==> config.mk <==
export PLATFORM = sky130hd
export DESIGN_NAME = session_frame_smb2_header_extractor
export DESIGN_NICKNAME = d
export VERILOG_FILES = /design/src/sfx_pkg.sv /design/src/session_frame_smb2_header_extractor.sv /design/src/sfx_front.sv /design/src/sfx_queue.sv /design/src/sfx_back.sv
export VERILOG_INCLUDE_DIRS = /design/src /design/src/src
export SDC_FILE = /design/constraint.sdc
export NUM_CORES = 1
export LEC_CHECK = 0
export ABC_AREA = 1
export BUFFER_PORTS_ARGS = -buffer_cell sky130_fd_sc_hd__buf_4
export CORE_MARGIN = 5
export CORE_UTILIZATION = 34
export DETAILED_ROUTE_END_ITERATION = 10
export SYNTH_ARGS = -nofsm -noshare
export SYNTH_HDL_FRONTEND = slang
export SYNTH_SLANG_ARGS = --single-unit
==> constraint.sdc <==
create_clock -name clk -period 10.5 [get_ports clk]
set_input_delay 2.1 -clock clk [delete_from_list [all_inputs] [get_ports clk]]
set_output_delay 2.1 -clock clk [all_outputs]
set_load 0.02 [all_outputs]
==> src/session_frame_smb2_header_extractor_defines.svh <==
// Assertion macros used by the session deframer back end (sfx_back).
// Each macro expects clk and rst_n in scope of the module that uses it.
`ifndef SESSION_FRAME_SMB2_HEADER_EXTRACTOR_DEFINES_SVH
`define SESSION_FRAME_SMB2_HEADER_EXTRACTOR_DEFINES_SVH

// Same-cycle implication, checked on every rising edge outside reset.
`define SFX_ASSERT_IMP(label, ante, cons) \
    label: assert property (@(posedge clk) disable iff (!rst_n) (ante) |-> (cons)) \
        else $error("sfx assertion failed");

// Next-cycle implication, checked on every rising edge outside reset.
`define SFX_ASSERT_NEXT(label, ante, cons) \
    label: assert property (@(posedge clk) disable iff (!rst_n) (ante) |=> (cons)) \
        else $error("sfx assertion failed");

`endif

==> src/sfx_pkg.sv <==
// Shared types and constants for the session deframer and SMB2 header extractor.
// No dependencies; every module file imports this package.
`default_nettype none

package sfx_pkg;

    localparam int LENGTH_BITS = 24;
    localparam int POS_BITS    = 6;
    localparam logic [POS_BITS-1:0] POS_SAT = 6'd32;

    localparam int QUEUE_DEPTH = 4;
    localparam int QUEUE_AW    = 2;
    localparam int QUEUE_CW    = 3;

    localparam int PADDR_BITS = 3;
    localparam int PDATA_BITS = 32;
    localparam logic REG_EXPECT_RESPONSE = 1'b0;

    localparam int OUT_DATA_BITS = 112;

    // Body byte positions of the captured header fields.
    localparam logic [POS_BITS-1:0] POS_OFFSET_LO  = 6'd4;
    localparam logic [POS_BITS-1:0] POS_OFFSET_HI  = 6'd5;
    localparam logic [POS_BITS-1:0] POS_COMMAND_LO = 6'd12;
    localparam logic [POS_BITS-1:0] POS_COMMAND_HI = 6'd13;
    localparam logic [POS_BITS-1:0] POS_FLAGS_LO   = 6'd16;
    localparam logic [POS_BITS-1:0] POS_FLAGS_HI   = 6'd19;
    localparam logic [POS_BITS-1:0] POS_MSG_ID     = 6'd24;

    localparam logic [15:0] CMD_CREATE = 16'd5;
    localparam logic [15:0] CMD_CLOSE  = 16'd6;
    localparam logic [15:0] CMD_READ   = 16'd8;
    localparam logic [15:0] CMD_WRITE  = 16'd9;

    typedef struct packed {
        logic [7:0]          data;
        logic                first;
        logic                last;
        logic [POS_BITS-1:0] pos;
    } body_item_t;

    typedef struct packed {
        logic full;
        logic empty;
    } queue_status_t;

endpackage

`default_nettype wire

==> src/session_frame_smb2_header_extractor.sv <==
// Session deframer with SMB2 header extraction: one payload byte per item.
// Body bytes pass through a four-entry queue and an output register.
// Throughput: one byte per cycle, unless the output stalls.
// Header bytes produce no result; the output stalls only when m_axis_tready is low.
// Reset (rst_n, asynchronous, active low) clears the parser, queue and output valid,
// and sets expect_response to 0. Depends on sfx_pkg, sfx_front, sfx_queue, sfx_back.
`default_nettype none

module session_frame_smb2_header_extractor
(
    input  wire logic                              clk,
    input  wire logic                              rst_n,
    input  wire logic                              s_axis_tvalid,
    output logic                                   s_axis_tready,
    input  wire logic [7:0]                        s_axis_tdata,  // data_byte
    output logic                                   m_axis_tvalid,
    input  wire logic                              m_axis_tready,
    // [7:0] body_byte, [23:8] structure_offset, [39:24] command_code,
    // [103:40] message_id, [104] is_response, [105] dfs_operation, [106] wanted
    output logic [sfx_pkg::OUT_DATA_BITS-1:0]      m_axis_tdata,
    output logic                                   m_axis_tuser,  // first_byte
    output logic                                   m_axis_tlast,  // last_byte
    input  wire logic                              psel,
    input  wire logic                              penable,
    input  wire logic                              pwrite,
    input  wire logic [sfx_pkg::PADDR_BITS-1:0]    paddr,
    input  wire logic [sfx_pkg::PDATA_BITS-1:0]    pwdata,
    output logic [sfx_pkg::PDATA_BITS-1:0]         prdata,
    output logic                                   pready
);
    import sfx_pkg::*;

    logic           expect_response_reg;
    logic           cfg_write;
    logic           push;
    logic           pop;
    body_item_t     push_item;
    body_item_t     pop_item;
    queue_status_t  q_status;
    logic [7:0]     body_byte;
    logic [15:0]    structure_offset;
    logic [15:0]    command_code;
    logic [63:0]    message_id;
    logic           is_response;
    logic           dfs_operation;
    logic           wanted;

    assign pready    = 1'b1;
    assign cfg_write = psel && penable && pwrite && pready;
    assign prdata    = (paddr[2] == REG_EXPECT_RESPONSE) ?
                       {{(PDATA_BITS-1){1'b0}}, expect_response_reg} : '0;

    always_ff @(posedge clk or negedge rst_n)
    begin
        if (!rst_n)
        begin
            expect_response_reg <= 1'b0;
        end
        else if (cfg_write && paddr[2] == REG_EXPECT_RESPONSE)
        begin
            expect_response_reg <= pwdata[0];
        end
    end

    sfx_front u_front
    (
        .clk       (clk),
        .rst_n     (rst_n),
        .in_valid  (s_axis_tvalid),
        .in_ready  (s_axis_tready),
        .in_data   (s_axis_tdata),
        .q_status  (q_status),
        .push      (push),
        .push_item (push_item)
    );

    sfx_queue u_queue
    (
        .clk       (clk),
        .rst_n     (rst_n),
        .push      (push),
        .push_item (push_item),
        .pop       (pop),
        .pop_item  (pop_item),
        .status    (q_status)
    );

    sfx_back u_back
    (
        .clk              (clk),
        .rst_n            (rst_n),
        .expect_response  (expect_response_reg),
        .q_status         (q_status),
        .q_item           (pop_item),
        .pop              (pop),
        .out_valid        (m_axis_tvalid),
        .out_ready        (m_axis_tready),
        .body_byte        (body_byte),
        .first_byte       (m_axis_tuser),
        .last_byte        (m_axis_tlast),
        .structure_offset (structure_offset),
        .command_code     (command_code),
        .message_id       (message_id),
        .is_response      (is_response),
        .dfs_operation    (dfs_operation),
        .wanted           (wanted)
    );

    assign m_axis_tdata = {5'd0, wanted, dfs_operation, is_response, message_id,
                           command_code, structure_offset, body_byte};

endmodule

`default_nettype wire

==> src/sfx_front.sv <==
// Front end: parses the 4-byte session header and tags each body byte.
// Depends on sfx_pkg; feeds sfx_queue.
`default_nettype none

module sfx_front
(
    input  wire logic                clk,
    input  wire logic                rst_n,
    input  wire logic                in_valid,
    output logic                     in_ready,
    input  wire logic [7:0]          in_data,
    input  wire sfx_pkg::queue_status_t q_status,
    output logic                     push,
    output sfx_pkg::body_item_t      push_item
);
    import sfx_pkg::*;

    logic                   in_body_reg, in_body_next;
    logic [1:0]             header_count_reg, header_count_next;
    logic [LENGTH_BITS-1:0] remaining_reg, remaining_next;
    logic [POS_BITS-1:0]    position_reg, position_next;
    logic [LENGTH_BITS-1:0] shifted;
    logic                   accept;
    logic                   last;

    assign in_ready = !q_status.full;
    assign accept   = in_valid && in_ready;
    assign shifted  = {remaining_reg[LENGTH_BITS-9:0], in_data};
    assign last     = (remaining_reg <= {{(LENGTH_BITS-1){1'b0}}, 1'b1});

    assign push           = accept && in_body_reg;
    assign push_item.data  = in_data;
    assign push_item.first = (position_reg == '0);
    assign push_item.last  = last;
    assign push_item.pos   = position_reg;

    always_comb
    begin
        in_body_next      = in_body_reg;
        header_count_next = header_count_reg;
        remaining_next    = remaining_reg;
        position_next     = position_reg;
        if (accept)
        begin
            if (!in_body_reg)
            begin
                if (header_count_reg == 2'd0)
                begin
                    // The first header byte carries no length bits.
                    remaining_next    = '0;
                    header_count_next = 2'd1;
                end
                else
                begin
                    remaining_next = shifted;
                    if (header_count_reg != 2'd3)
                    begin
                        header_count_next = header_count_reg + 2'd1;
                    end
                    else
                    begin
                        header_count_next = 2'd0;
                        if (shifted != '0)
                        begin
                            in_body_next  = 1'b1;
                            position_next = '0;
                        end
                    end
                end
            end
            else
            begin
                if (position_reg != POS_SAT)
                begin
                    position_next = position_reg + 1'b1;
                end
                if (last)
                begin
                    in_body_next      = 1'b0;
                    header_count_next = 2'd0;
                    remaining_next    = '0;
                end
                else
                begin
                    remaining_next = remaining_reg - 1'b1;
                end
            end
        end
    end

    always_ff @(posedge clk or negedge rst_n)
    begin
        if (!rst_n)
        begin
            in_body_reg      <= 1'b0;
            header_count_reg <= 2'd0;
            remaining_reg    <= '0;
            position_reg     <= '0;
        end
        else
        begin
            in_body_reg      <= in_body_next;
            header_count_reg <= header_count_next;
            remaining_reg    <= remaining_next;
            position_reg     <= position_next;
        end
    end

endmodule

`default_nettype wire

==> src/sfx_queue.sv <==
// Short register queue between the front end and the back end.
// Depends on sfx_pkg.
`default_nettype none

module sfx_queue
(
    input  wire logic                clk,
    input  wire logic                rst_n,
    input  wire logic                push,
    input  wire sfx_pkg::body_item_t push_item,
    input  wire logic                pop,
    output sfx_pkg::body_item_t      pop_item,
    output sfx_pkg::queue_status_t   status
);
    import sfx_pkg::*;

    body_item_t           slots_reg [QUEUE_DEPTH];
    logic [QUEUE_AW-1:0]  wr_ptr_reg, wr_ptr_next;
    logic [QUEUE_AW-1:0]  rd_ptr_reg, rd_ptr_next;
    logic [QUEUE_CW-1:0]  count_reg, count_next;

    assign status.full  = (count_reg == QUEUE_CW'(QUEUE_DEPTH));
    assign status.empty = (count_reg == '0);
    assign pop_item     = slots_reg[rd_ptr_reg];

    always_comb
    begin
        wr_ptr_next = push ? wr_ptr_reg + 1'b1 : wr_ptr_reg;
        rd_ptr_next = pop ? rd_ptr_reg + 1'b1 : rd_ptr_reg;
        count_next  = count_reg + QUEUE_CW'(push) - QUEUE_CW'(pop);
    end

    always_ff @(posedge clk)
    begin
        if (push)
        begin
            slots_reg[wr_ptr_reg] <= push_item;
        end
    end

    always_ff @(posedge clk or negedge rst_n)
    begin
        if (!rst_n)
        begin
            wr_ptr_reg <= '0;
            rd_ptr_reg <= '0;
            count_reg  <= '0;
        end
        else
        begin
            wr_ptr_reg <= wr_ptr_next;
            rd_ptr_reg <= rd_ptr_next;
            count_reg  <= count_next;
        end
    end

endmodule

`default_nettype wire

==> src/sfx_back.sv <==
// Back end: captures SMB2 header fields and drives the output register.
// Depends on sfx_pkg and the assertion macro header.
`default_nettype none
`include "session_frame_smb2_header_extractor_defines.svh"

module sfx_back
(
    input  wire logic                clk,
    input  wire logic                rst_n,
    input  wire logic                expect_response,
    input  wire sfx_pkg::queue_status_t q_status,
    input  wire sfx_pkg::body_item_t q_item,
    output logic                     pop,
    output logic                     out_valid,
    input  wire logic                out_ready,
    output logic [7:0]               body_byte,
    output logic                     first_byte,
    output logic                     last_byte,
    output logic [15:0]              structure_offset,
    output logic [15:0]              command_code,
    output logic [63:0]              message_id,
    output logic                     is_response,
    output logic                     dfs_operation,
    output logic                     wanted
);
    import sfx_pkg::*;

    logic [15:0] offset_reg, offset_next;
    logic [15:0] command_reg, command_next;
    logic [1:0]  flags_reg, flags_next;
    logic [63:0] msg_id_reg, msg_id_next;
    logic        out_valid_reg, out_valid_next;
    logic        cmd_ok;
    logic        want_next;

    assign pop       = !q_status.empty && (!out_valid_reg || out_ready);
    assign out_valid = out_valid_reg;

    // Captures restart at the first byte of each body, so short bodies read zero.
    always_comb
    begin
        offset_next  = q_item.first ? 16'd0 : offset_reg;
        command_next = q_item.first ? 16'd0 : command_reg;
        flags_next   = q_item.first ? 2'd0 : flags_reg;
        msg_id_next  = q_item.first ? 64'd0 : msg_id_reg;
        case (q_item.pos)
            POS_OFFSET_LO:  offset_next[7:0]   = q_item.data;
            POS_OFFSET_HI:  offset_next[15:8]  = q_item.data;
            POS_COMMAND_LO: command_next[7:0]  = q_item.data;
            POS_COMMAND_HI: command_next[15:8] = q_item.data;
            POS_FLAGS_LO:   flags_next[0]      = q_item.data[0];
            POS_FLAGS_HI:   flags_next[1]      = q_item.data[4];
            default:
            begin
                if (q_item.pos[POS_BITS-1:3] == POS_MSG_ID[POS_BITS-1:3])
                begin
                    msg_id_next[q_item.pos[2:0]*8 +: 8] = q_item.data;
                end
            end
        endcase
        cmd_ok = (command_next == CMD_CREATE) || (command_next == CMD_CLOSE) ||
                 (command_next == CMD_READ) || (command_next == CMD_WRITE);
        want_next = (flags_next[0] == expect_response) && !flags_next[1] && cmd_ok;
        out_valid_next = pop ? 1'b1 : (out_ready ? 1'b0 : out_valid_reg);
    end

    always_ff @(posedge clk)
    begin
        if (pop)
        begin
            offset_reg       <= offset_next;
            command_reg      <= command_next;
            flags_reg        <= flags_next;
            msg_id_reg       <= msg_id_next;
            body_byte        <= q_item.data;
            first_byte       <= q_item.first;
            last_byte        <= q_item.last;
            structure_offset <= q_item.last ? offset_next : 16'd0;
            command_code     <= q_item.last ? command_next : 16'd0;
            message_id       <= q_item.last ? msg_id_next : 64'd0;
            is_response      <= q_item.last && flags_next[0];
            dfs_operation    <= q_item.last && flags_next[1];
            wanted           <= q_item.last && want_next;
        end
    end

    always_ff @(posedge clk or negedge rst_n)
    begin
        if (!rst_n)
        begin
            out_valid_reg <= 1'b0;
        end
        else
        begin
            out_valid_reg <= out_valid_next;
        end
    end

    `SFX_ASSERT_IMP(a_mid_fields_zero, out_valid_reg && !last_byte,
        structure_offset == 16'd0 && command_code == 16'd0 && message_id == 64'd0 &&
        !is_response && !dfs_operation)
    `SFX_ASSERT_IMP(a_wanted_cmd, out_valid_reg && wanted,
        !dfs_operation && (command_code == CMD_CREATE || command_code == CMD_CLOSE ||
        command_code == CMD_READ || command_code == CMD_WRITE))
    `SFX_ASSERT_IMP(a_wanted_last, out_valid_reg && wanted,
        last_byte && is_response == expect_response)
    `SFX_ASSERT_NEXT(a_held_on_stall, out_valid_reg && !out_ready,
        out_valid_reg && $stable(body_byte) && $stable(last_byte))

endmodule

`default_nettype wire
Word level (Yosys, flattened, before mapping)
Memory sizes are Yosys's and may differ from the RTL's.
Cells that the tools add are included.
{"block": "op_classes", "n_eq_ne": 19, "magnitude_cmp": 1, "addsub": 8, "n_mul": 0, "n_shift": 2, "div_mod_pow": 0, "n_mux": 35, "bitwise_logic": 1, "n_reduce_logical": 28}
{"op": "$mux 64", "n": 3}
{"op": "$mux 24", "n": 3}
{"op": "$bwmux 64", "n": 1}
{"op": "$shift 8x34->64 const A", "n": 1}
{"op": "$shiftx 8x34->64", "n": 1}
{"op": "$neg 6->34", "n": 1}
{"op": "$eq 16x3->1 const B", "n": 2}
{"op": "$eq 16x4->1 const B", "n": 2}
{"op": "$mux 16", "n": 2}
{"op": "$mux 8", "n": 4}
{"op": "$mux 6", "n": 5}
{"op": "$le 24x1->1 const B", "n": 1}
{"op": "$reduce_bool 24->1", "n": 1}
{"op": "$sub 24x1->24 const B", "n": 1}
{"op": "$eq 6x3->1 const B", "n": 2}
{"op": "$eq 6x4->1 const B", "n": 2}
{"op": "$eq 6x5->1 const B", "n": 2}
{"op": "$mux 1", "n": 12}
{"op": "$logic_and 1x1->1", "n": 11}
{"op": "$mux 2", "n": 5}
{"op": "$add 2x1->2 const B", "n": 3}
{"op": "$add 6x1->6 const B", "n": 1}
{"op": "$logic_not 6->1", "n": 1}
{"op": "$ne 2x2->1 const B", "n": 3}
{"op": "other kinds (16)", "n": 24}
{"block": "totals", "out_inout_bits": 149, "memories": 1, "latchBits": 0, "romBits": 0, "mem_bits_rw": 64, "register_bits": 249}
{"memory": "u_queue.slots_reg", "words": 4, "width": 16, "rd": 1, "rd_clocked_by_memory_dff": 0, "wr": 1, "line": "sfx_queue.sv:17", "text": "body_item_t slots_reg [QUEUE_DEPTH];"}

Longest topological paths before layout
An unclocked memory read counts as a cell.
{"block": "depth", "depth_word": 9, "ltp_mapped": 18, "depth_no_buf": 16}

Hierarchy
A second synthesis with hierarchy kept.
{"block": "hier_totals", "hier_cells": 1515, "hier_area_um2": 15189.6}
{"module": "sfx_back", "cells_per_inst": 810, "area_each_um2": 9027.4, "instances": 1}
{"module": "sfx_queue", "cells_per_inst": 297, "area_each_um2": 3166.8, "instances": 1}
{"module": "sfx_front", "cells_per_inst": 355, "area_each_um2": 2621.3, "instances": 1}
{"module": "session_frame_smb2_header_extractor", "cells_per_inst": 53, "area_each_um2": 374.1, "instances": 1}

Worst setup path before layout
No wires, ideal clock.
{"block": "synth_path", "path_kind": "input to register", "startpoint": "input m_axis_tready", "endpoint": "register u_queue.count_reg[2]", "path_stages": 10, "setup_time_ns": 0.123, "t_arrival_ns": 7.823, "setup_slack_ns": 2.555, "cell_sequence": "nor2_1 -> inv_1 -> o31ai_1 -> inv_1 -> ha_1 -> inv_1 -> ha_1 -> inv_1 -> fa_1 -> xnor2_1"}
{"block": "synth_via", "elab_chain_cells": 3}
{"element": "start: declaration", "line": "session_frame_smb2_header_extractor.sv:17", "text": "input wire logic m_axis_tready,"}
{"element": "$logic_or 1x1->1", "line": "sfx_back.sv:36", "text": "assign pop = !q_status.empty && (!out_valid_reg || out_ready);"}
{"element": "$logic_and 1x1->1", "line": "sfx_back.sv:36"}
{"element": "net pop", "line": "session_frame_smb2_header_extractor.sv:36", "text": "logic pop;"}
{"element": "$sub 3x1->3", "line": "sfx_queue.sv:30", "text": "count_next = count_reg + QUEUE_CW'(push) - QUEUE_CW'(pop);"}
{"element": "net u_queue.count_next[2]", "line": "sfx_queue.sv:20", "text": "logic [QUEUE_CW-1:0] count_reg, count_next;"}
{"element": "end signal: assignment", "line": "sfx_queue.sv:53", "text": "count_reg <= count_next;"}
{"element": "end: declaration", "line": "sfx_queue.sv:20"}
The timed path passes the listed nets, and every way through them passes these cells.
A chain may end at the register's enable or synchronous reset.

Worst setup path after layout
{"block": "layout_path", "startpoint": "input paddr[2] in the netlist's numbering", "endpoint": "output prdata[0] in the netlist's numbering"}
{"block": "layout_via", "elab_chain_cells": 1}
{"element": "start: declaration", "line": "session_frame_smb2_header_extractor.sv:26", "text": "input wire logic [sfx_pkg::PADDR_BITS-1:0] paddr,"}
{"element": "$mux 1", "line": "session_frame_smb2_header_extractor.sv:50", "text": "assign prdata = (paddr[2] == REG_EXPECT_RESPONSE) ?"}
{"element": "end: declaration", "line": "session_frame_smb2_header_extractor.sv:28", "text": "output logic [sfx_pkg::PDATA_BITS-1:0] prdata,"}
Every way passes these cells.

==> results.ini <==
[clock_tree]
cts_tree = done
path_clk_slew_ns = 0.06
cts_resized = 0
clock_sinks = 313
htreeDepth = 2
root_buffer = clkbuf_16
cts_hold_buf = 0
postCtsSetupBuffers = 0
cts_buffer_depth = 3
clk_latency_ns = 0.53
cts_buffers = 36

[synth]
synth_area_leaders = edfxtp_1 56%, nand2_1 8.8%, dfrtp_1 7.2%, nand3_1 4.8%, inv_1 3.3%
synth-async-reset-ratio_pct = 13.4
synth_area_per_cell_um2 = 10.3
synth_top_cells_by_count = 341 x nand2_1, 271 x edfxtp_1, 139 x nand3_1
yosysWarnings = 0
ys.flop_type = edfxtp_1
synthCells = 1424
synth.most_common_cell = nand2_1
synth_top_area_share_pct = 55.7
synth_seq_cells = 313
netlist_area_um2 = 14600
synth_edf_count = 271
yosysSeqAreaShare_pct = 62.9
synth_top_cell_by_area = edfxtp_1
ys_types = 48

[timing]
hold_violations = 0
finalSetupViolCount = 0
finalSetupTns_ns = 0
rsz0062_at_grt = false
worst_slack_ns = 5.95
tightest_slew_ns = 1.11
min_period_over_period_pct = 43.4
period_needed_ns = 4.55
final.setup_skew_ns = 0.0253
slew_headroom_pct = 25.8
drv_slew = 0
fmax_mhz = 220

[die]
coreArea_um2 = 42800
chipHeight_um = 217
num_rows = 76
io-pin-count = 199
fp.dieW_um = 217
floorplan.die_area_um2 = 47200
initial_core_util_pct = 34.1

[place]
portBuffers = 128
gp_congestion = 0.841
place_ws_ns = 5.84
hpwlAfterDp_um = 22200

[finish]
finish.utilization_pct = 39.7
antennaDiodeCount = 0
layout-drive-gt1-share_pct = 15.1
nFillCells = 4163
nNetsFinal = 1614
syn_to_final_growth_pct = 16.4

[power]
finalPower_mw = 6.07
leakage_nw = 7.34
power.internal_mw = 3.55
p_per_area_nw_per_um2 = 357
combPwrFrac_pct = 41.9
clkPwrFrac_pct = 19.8
peakVddDrop_uv = 153
p_seq_share_pct = 38.3
switching_share_pct = 41.6
p_sw_mw = 2.53

[global_routing]
track_usage_pct = 13.8
gr-usage-met1_pct = 19.0
overflow = 0
grtUsageMet3_pct = 2.60
met2_usage_pct = 22.6
grt_pass1_wl_um = 53100
grt_pass1_vias = 9911
antenna_found_initial = 0
grt_max_degree = 125
top_usage_layer = met2

[hold_path]
hold_start = u_queue.wr_ptr_reg[0]$_DFFE_PN0P_
whs_path_depth = 1
hp-class = reg -> reg
hold_end = u_queue.wr_ptr_reg[0]$_DFFE_PN0P_

[critical_path]
crit-reg2reg-launch = u_queue.rd_ptr_reg[0]$_DFFE_PN0P_
regToRegEndpoint = u_back.message_id[34]$_SDFFCE_PN0P_
ff2ff_setup_slack_ns = 6.79
crit_type = in -> out
worstPathArrival_ns = 2.45
critPathMaxFanout = 2
critPathLaunchType = primary input
cp.required_ns = 8.40
end_kind = primary output
reg2reg_depth = 13

[detailed_routing]
drt-pass1-iter-count = 4
postRouteAntennaNets = 0
drt_first_iter_violations = 736
routed_wl_um = 33600
vias_per_cell = 4.80
wl_per_cell_um = 15.9
remaining_drc_errors = 0
routed-via-count = 10174

[flow_run]
drv_cap = 0

[status]
status = complete, no violations

==> routing by layer <==
layer  vias up  share of wire (%)
li1       4997                  -
met1      4845                 45
met2       285                 47
met3        47                5.9
met4         0                2.0
met5         -                  0
==> cell type report <==
cell class	count	area, µm²	area share (%)
Multi-Input combinational cell	913	4430	26.0
Tap cell	546	683	4.02
Inverter	147	564	3.32
Clock buffer	51	1000	5.88
Sequential cell	313	9190	54.1
Clock inverter	15	138	0.810
Timing Repair Buffer	133	998	5.87
==> power by group through the flow <==
stage	logic (mW)	registers (mW)	clock network [mW]
after floorplan	1.52	2.60	0
after detailed placement	2.56	2.35	0
after CTS	2.57	2.33	1.24
after global routing	2.82	2.38	1.29
final	2.54	2.32	1.20
after global placement	2.52	2.34	0
==> critical path, cell delays in order <==
cell and delay (ns):
buf_4 0.11, nor2_1 0.09, buf_4 0.15
==> worst max path at each step <==
stage / from / end / slack, ns / depth (start not counted)
after global routing: paddr[2] / prdata[0] / 5.94 / 3
after floorplan: m_axis_tready / u_queue.count_reg[2]$_DFF_PN0_ / 2.55 / 10
after global placement: m_axis_tready / u_back.message_id[43]$_SDFFCE_PN0P_ / 5.86 / 6
after CTS: paddr[2] / prdata[0] / 5.95 / 3
after detailed placement: m_axis_tready / u_back.message_id[43]$_SDFFCE_PN0P_ / 5.84 / 6
final: paddr[2] / prdata[0] / 5.95 / 3
==> cell families after synthesis <==
family          synth area share [%]
compound gates                  6.51
xor+xnor                        1.08
fa+ha+maj                       1.77
buf+inv                         7.72
flops                           62.9
mux                           0.0771
other cells                   0.0514
simple gates                    19.9
==> cells in the final DEF (no fill, tap or decap), drive strengths merged <==
| master | n |
|---|---|
| nor2 | 133 |
| fa | 1 |
| nor3b | 1 |
| ha | 19 |
| a21oi | 92 |
| edfxtp | 271 |
| o21bai | 2 |
| inv | 146 |
| xor2 | 15 |
| buf | 133 |
| bufinv | 2 |
| a22oi | 12 |
| a32oi | 1 |
| o221ai | 2 |
| o41ai | 1 |
| conb | 37 |
| nand3 | 143 |
| mux2 | 1 |
| and2 | 1 |
| clkbuf | 51 |
| nor3 | 24 |
| o31ai | 1 |
| a31o | 1 |
| nor4 | 4 |
| a31oi | 1 |
| xnor2 | 3 |
| nand2 | 350 |
| o22ai | 5 |
| and3 | 1 |
| nand4 | 11 |
| clkinv | 14 |
| o21ai | 51 |
| dfrtp | 42 |
==> stage by stage <==
step | cells | hold slack (ns) | instance area [µm²]
6_report | 2118 | 0.543 | 17000
5_1_grt | 2118 | 0.562 | 17000
4_1_cts | 2118 | 0.547 | 17000
3_5_place_dp | 2052 | 0.536 | 15900
3_3_place_gp | 2052 | 0.513 | 15900
2_1_floorplan | 1459 | 0.494 | 14700
(Power assumes the default switching activity.)
